--- src/rtl/plp_pkg.sv ---
// shared constants, codes and control structs of the positional pair list
// no dependencies
package plp_pkg;

	localparam int DEPTH   = 32;
	localparam int DATA_W  = 32;
	localparam int OP_W    = 3;
	localparam int POS_W   = 6;
	localparam int ST_W    = 2;
	localparam int COUNT_W = 6;
	localparam int CNT_W   = $clog2(DEPTH + 1);
	localparam int IDX_W   = $clog2(DEPTH);
	localparam int CMP_W   = ((CNT_W > POS_W) ? CNT_W : POS_W) + 1;

	localparam logic [OP_W-1:0] OP_PUSH_FRONT = 3'd0;
	localparam logic [OP_W-1:0] OP_PUSH_BACK  = 3'd1;
	localparam logic [OP_W-1:0] OP_POP_FRONT  = 3'd2;
	localparam logic [OP_W-1:0] OP_POP_BACK   = 3'd3;
	localparam logic [OP_W-1:0] OP_INSERT     = 3'd4;
	localparam logic [OP_W-1:0] OP_DELETE     = 3'd5;
	localparam logic [OP_W-1:0] OP_DUMP       = 3'd6;

	localparam logic [ST_W-1:0] ST_OK     = 2'd0;
	localparam logic [ST_W-1:0] ST_EMPTY  = 2'd1;
	localparam logic [ST_W-1:0] ST_FULL   = 2'd2;
	localparam logic [ST_W-1:0] ST_BADPOS = 2'd3;

	typedef struct packed {
		logic exec;
		logic dump_start;
		logic dump_step;
	} cmd_t;

	typedef struct packed {
		logic is_dump;
		logic empty;
		logic dump_last;
	} sts_t;

endpackage

--- src/rtl/plp_ctrl.sv ---
// controller of the positional pair list: request handshake, dump sequencing
// and result valid; depends on plp_pkg
module plp_ctrl (
	input  logic        clk,
	input  logic        arst_n,
	input  logic        req_valid,
	output logic        req_stall,
	output logic        res_valid,
	input  logic        res_stall,
	input  plp_pkg::sts_t sts,
	output plp_pkg::cmd_t cmd
);
	import plp_pkg::*;

	localparam logic S_IDLE = 1'b0;
	localparam logic S_DUMP = 1'b1;

	logic state_q;
	logic res_valid_q;
	logic slot_free;
	logic accept;
	logic dump_go;

	assign slot_free = !res_valid_q || !res_stall;
	assign req_stall = !((state_q == S_IDLE) && slot_free);
	assign accept    = req_valid && !req_stall;
	assign dump_go   = sts.is_dump && !sts.empty;

	assign cmd.exec       = accept && !dump_go;
	assign cmd.dump_start = accept && dump_go;
	assign cmd.dump_step  = (state_q == S_DUMP) && slot_free;

	assign res_valid = res_valid_q;

	always_ff @(posedge clk or negedge arst_n) begin
		if (!arst_n) begin
			state_q     <= S_IDLE;
			res_valid_q <= 1'b0;
		end else begin
			if (slot_free) begin
				res_valid_q <= cmd.exec || cmd.dump_step;
			end
			case (state_q)
				S_IDLE: begin
					if (cmd.dump_start) begin
						state_q <= S_DUMP;
					end
				end
				S_DUMP: begin
					if (cmd.dump_step && sts.dump_last) begin
						state_q <= S_IDLE;
					end
				end
				default: begin
					state_q <= S_IDLE;
				end
			endcase
		end
	end

endmodule

--- config.mk ---
export PLATFORM = sky130hd
export DESIGN_NAME = plp_ctrl
export DESIGN_NICKNAME = d
export VERILOG_FILES = /design/src/rtl/plp_pkg.sv /design/src/rtl/plp_ctrl.sv
export SDC_FILE = /design/constraint.sdc
export NUM_CORES = 1
export LEC_CHECK = 0
export ABC_AREA = 1
export BUFFER_PORTS_ARGS = -buffer_cell sky130_fd_sc_hd__buf_4
export CAP_MARGIN = 5
export CORE_AREA = 2 2 39 41
export DETAILED_ROUTE_END_ITERATION = 7
export DIE_AREA = 0 0 41 43
export REMOVE_ABC_BUFFERS = 1
export SETUP_SLACK_MARGIN = 0.4
export SLEW_MARGIN = 5
export SYNTH_ARGS = -nofsm -noshare
export SYNTH_HDL_FRONTEND = slang
export SYNTH_SLANG_ARGS = --single-unit
--- constraint.sdc ---
create_clock -name clk -period 1 [get_ports clk]
set_input_delay 0.1 -clock clk [delete_from_list [all_inputs] [get_ports clk]]
set_output_delay 0.1 -clock clk [all_outputs]
set_load 0.01 [all_outputs]
======== Word level (Yosys, flattened, before mapping) ========
Cells that the tools add are included.
storage, ports and cells
  register bits ........................... 2
  input bits .............................. 7
cells by class
  muxes and demuxes ....................... 3
  bitwise operators ....................... 1
  reduce and logical (&&, ||, !) cells .... 14
operator list
  kind                             number
  logical AND 1 bit                7
  zero test 1 bit                  5
  logical OR 1 bit                 2
  two-way mux 1 bit                2
  case mux 1 bit (2 select lines)  1
  NOT 1 bit                        1

======== Logic depth before layout (Yosys ltp) ========
  depth in word-level cells ............... 7
  mapped depth ............................ 4

======== Worst setup path before layout ========
OpenSTA, ideal clock, no wires.
  kind .................................... reg2out
  start point ............................. reg res_valid_q, in the netlist res_valid
  end point ............................... out cmd[1] in the netlist's numbering
  data arrival time ....................... 0.792 ns
  data required time ...................... 0.900 ns
  slack ................................... 0.108 ns
  cell stages (with the launch flop) ...... 4
  path buffers ............................ 0
  cell sequence ........................... dfrtp_1 > nand2_2 > nand3_2 > nor2_1
RTL lines
  what                    line            text
  start, declared         plp_ctrl.sv:19  logic res_valid_q;
  start signal, assigned  plp_ctrl.sv:41  res_valid_q <= cmd.exec || cmd.dump_step;
  end, declared           plp_ctrl.sv:11  output plp_pkg::cmd_t cmd

======== Final worst setup path ========
  start point ............................. reg res_valid_q, in the netlist res_valid
  end point ............................... out req_stall
between the ends
  cells in the longest elaborated chain, start to end .. 4
ends and longest elaborated chain
  what               line            text
  zero test 1 bit    plp_ctrl.sv:24  assign slot_free = !res_valid_q || !res_stall;
  logical OR 1 bit   plp_ctrl.sv:24
  logical AND 1 bit  plp_ctrl.sv:25  assign req_stall = !((state_q == S_IDLE) && slot_free);
  zero test 1 bit    plp_ctrl.sv:25
  end, declared      plp_ctrl.sv:7   output logic req_stall,
No other way between the ends.

==> impl_metrics.tcl <==
set metrics [dict create \
    outcome "complete, but fails checks" \
    violations "negative setup slack" \
    p_per_area_nw_per_um2 1660 \
    drc_errors 0 \
    num_vias 195 \
    drt-pass1-iter-count 3 \
    cts_made_buffers 3 \
    clkPwrFrac_pct 32.1 \
    ir_drop_v 0.000287 \
    dieWidth_um 41 \
    leakagePower_nw 0.179 \
    r2r_slack_ns -0.01 \
    min_path_type "input pin to flop" \
    grt_pass1_vias 190 \
    dpl_cell_area_sq_um 230 \
    timing.final.hold_violations 0 \
    dp_cells 43 \
    timing.rr.start "res_valid$_DFFE_PN0N_" \
    clock_sinks 2 \
    cp.required_ns 0.90 \
    relSlewSlack_pct 91.0 \
    syn_inst 16 \
    seqCellArea_sq_um 50.0 \
    clockRootBuffer "clkbuf_4" \
    ys_warn_count 0 \
    syn_area_sq_um 128 \
    internal_power_mw 0.389 \
    antenna_found_initial 0 \
    setup_ws_ns -0.101 \
    synth_top_family_by_area "simple AND/OR/NAND/NOR gates" \
    grt_overflow 0 \
    final_area_sq_um 338 \
    synth-seq-area-share_pct 39.2 \
    viasPerCell 3.61 \
    min_path_cells 4 \
    clk_pin_slew_worst_paths_ns 0.03 \
    clock_skew_ns 0.00294 \
    start_util_pct 9.22 \
    hold_end "state_q$_DFF_PN0_" \
    drv_cap 0 \
    drt_wl_total_um 446 \
    port_buffers 11 \
    cts_tree "done" \
    grt_pass1_wl_um 738 \
    ant_nets 0 \
    synth-simple-area-share_pct 32.4 \
    cts.htree.levels 1 \
    min_from "sts[0]" \
    yosysUniqueCellTypes 10 \
    worstSetupPathType "flop to output pin" \
    yosys.area_share.xor_xnor_pct 0 \
    final.period_utilization_pct 110 \
    dieArea_sq_um 1760 \
    synth.area.mux_share_pct 0 \
    synth_compound_area_share_pct 19.6 \
    layout.nets 47 \
    diodes 0 \
    comb_power_share_pct 47.6 \
    seqPwrFrac_pct 20.3 \
    wl_per_cell_um 8.26 \
    slew_violations 0 \
    period_needed_ns 1.10 \
    place_congestion 0.539 \
    setup_viol 5 \
    start_kind "flop" \
    power_switching_mw 0.170 \
    end_kind "output pin" \
    critPathLaunch "res_valid$_DFFE_PN0N_" \
    core_area_sq_um 1380 \
    n_fill_cell 159 \
    drive_above_1_share_pct 78.9 \
    grt_use_total_pct 7.23 \
    dp_hpwl_um 276 \
    rr_worst_depth 5 \
    ios 12 \
    insertion_delay_ns 0.22 \
    tightest_slew_ns 0.135 \
    stdcell_count 54 \
    syn_area_per_cell_sq_um 7.98 \
    r2r-end "state_q$_DFF_PN0_" \
    die-height_um 43 \
    fmax_mhz 909 \
    rsz0062_at_grt "true" \
    ys_ff_latch 2 \
    cts_max_path_buffers 2 \
    synthToLayoutAreaGrowth_pct 165 \
    cp.arrival_ns 1.00 \
    rows 14 \
    critical_path.max_fanout 3 \
    grt_max_degree 5 \
    multiInputGateArea_sq_um 82.6 \
    p_sw_share_pct 30.4 \
    drt_iter0_markers 1 \
    synth_fa_ha_area_share_pct 0 \
]
-- worst max-delay path: stages (launching register included) --
cell,delay (ns)
dfrtp_1,0.38
nand2_2,0.10
buf_4,0.12
nand2_2,0.04
buf_4,0.14
-- area by class of cell --
cell class,instances,share of cell area [%]
timing repair buffer,19,44.1
multi-input combinational,11,24.4
sequential,2,14.8
clock buffer,3,6.67
tap,16,5.93
inverter,3,4.07
-- Yosys cell counts --
cell / n / area share (%)
nand2_2: 2 / 9.8
nand3_2: 1 / 7.8
o21ai_2: 1 / 6.9
nand2_1: 3 / 8.8
dfrtp_1: 2 / 39
o21bai_2: 1 / 8.8
inv_1: 2 / 5.9
nor2_1: 2 / 5.9
clkinv_1: 1 / 2.9
a21oi_1: 1 / 3.9
-- flip-flops by register name, summed over array words and instances, names as in the netlist --
register / cells
state_q: 1
res_valid: 1
-- through the flow --
stage / hold slack [ns] / util [%] / power, mW / TNS [ns] / worst slack, ns
floorplan: -0.196 / - / 0.195 / 0 / 0.108
global placement: -0.116 / 16.6 / 0.277 / 0 / 0.0624
detailed placement: -0.115 / 16.6 / 0.279 / 0 / 0.0697
CTS: 0.140 / 22.1 / 0.531 / -0.465 / -0.140
global route: 0.154 / 24.4 / 0.616 / -0.755 / -0.175
finish: 0.154 / 24.4 / 0.559 / -0.390 / -0.101
-- layout by cell type (no fill, tap or decap), types with 2 or more instances in the layout --
cell	count
nand2_2	2
nor2_2	2
nand2_1	3
inv_1	2
dfrtp_1	2
buf_4	17
clkbuf_4	3
-- power by group through the flow --
| stage | Clock [mW] | Sequential (mW) | Combinational, mW |
|---|---|---|---|
| 2_1_floorplan | 0 | 0.118 | 0.0773 |
| 3_3_place_gp | 0 | 0.114 | 0.163 |
| 3_5_place_dp | 0 | 0.115 | 0.164 |
| 4_1_cts | 0.190 | 0.112 | 0.228 |
| 5_1_grt | 0.209 | 0.117 | 0.290 |
| 6_report | 0.180 | 0.114 | 0.266 |
-- per-layer routing --
metal  track usage, %  vias up  share of wire [%]
met4             10.0        0                4.3
li1                 -       94                  -
met3             3.14        2                5.2
met1             5.14       91                 32
met5                0        -                  0
met2             10.9        8                 58
-- timing repair --
action	CTS	global route
hold buffers	1	0
endpoints found under the hold margin	2	0
resized for setup	3	4
pin swaps	2	3
setup buffers	4	3
cloned	0	0
setup endpoints to repair	7	7
-- kinds of logic after synthesis --
| group | count (synthesis) |
|---|---|
| DFF | 2 |
| and+or+nand+nor | 8 |
| AOI/OAI and AO/OA | 3 |
| buffers and inverters | 3 |
-- how the worst max path moves through the flow --
stage,to,slack (ns),cells after the start
CTS,cmd[2],-0.14,4
floorplan,cmd[1],0.11,3
finish,req_stall,-0.10,4
detailed placement,cmd[1],0.07,4
global route,cmd[2],-0.18,4
global placement,cmd[1],0.06,4
Note: power is estimated with default switching activity, not from simulation.
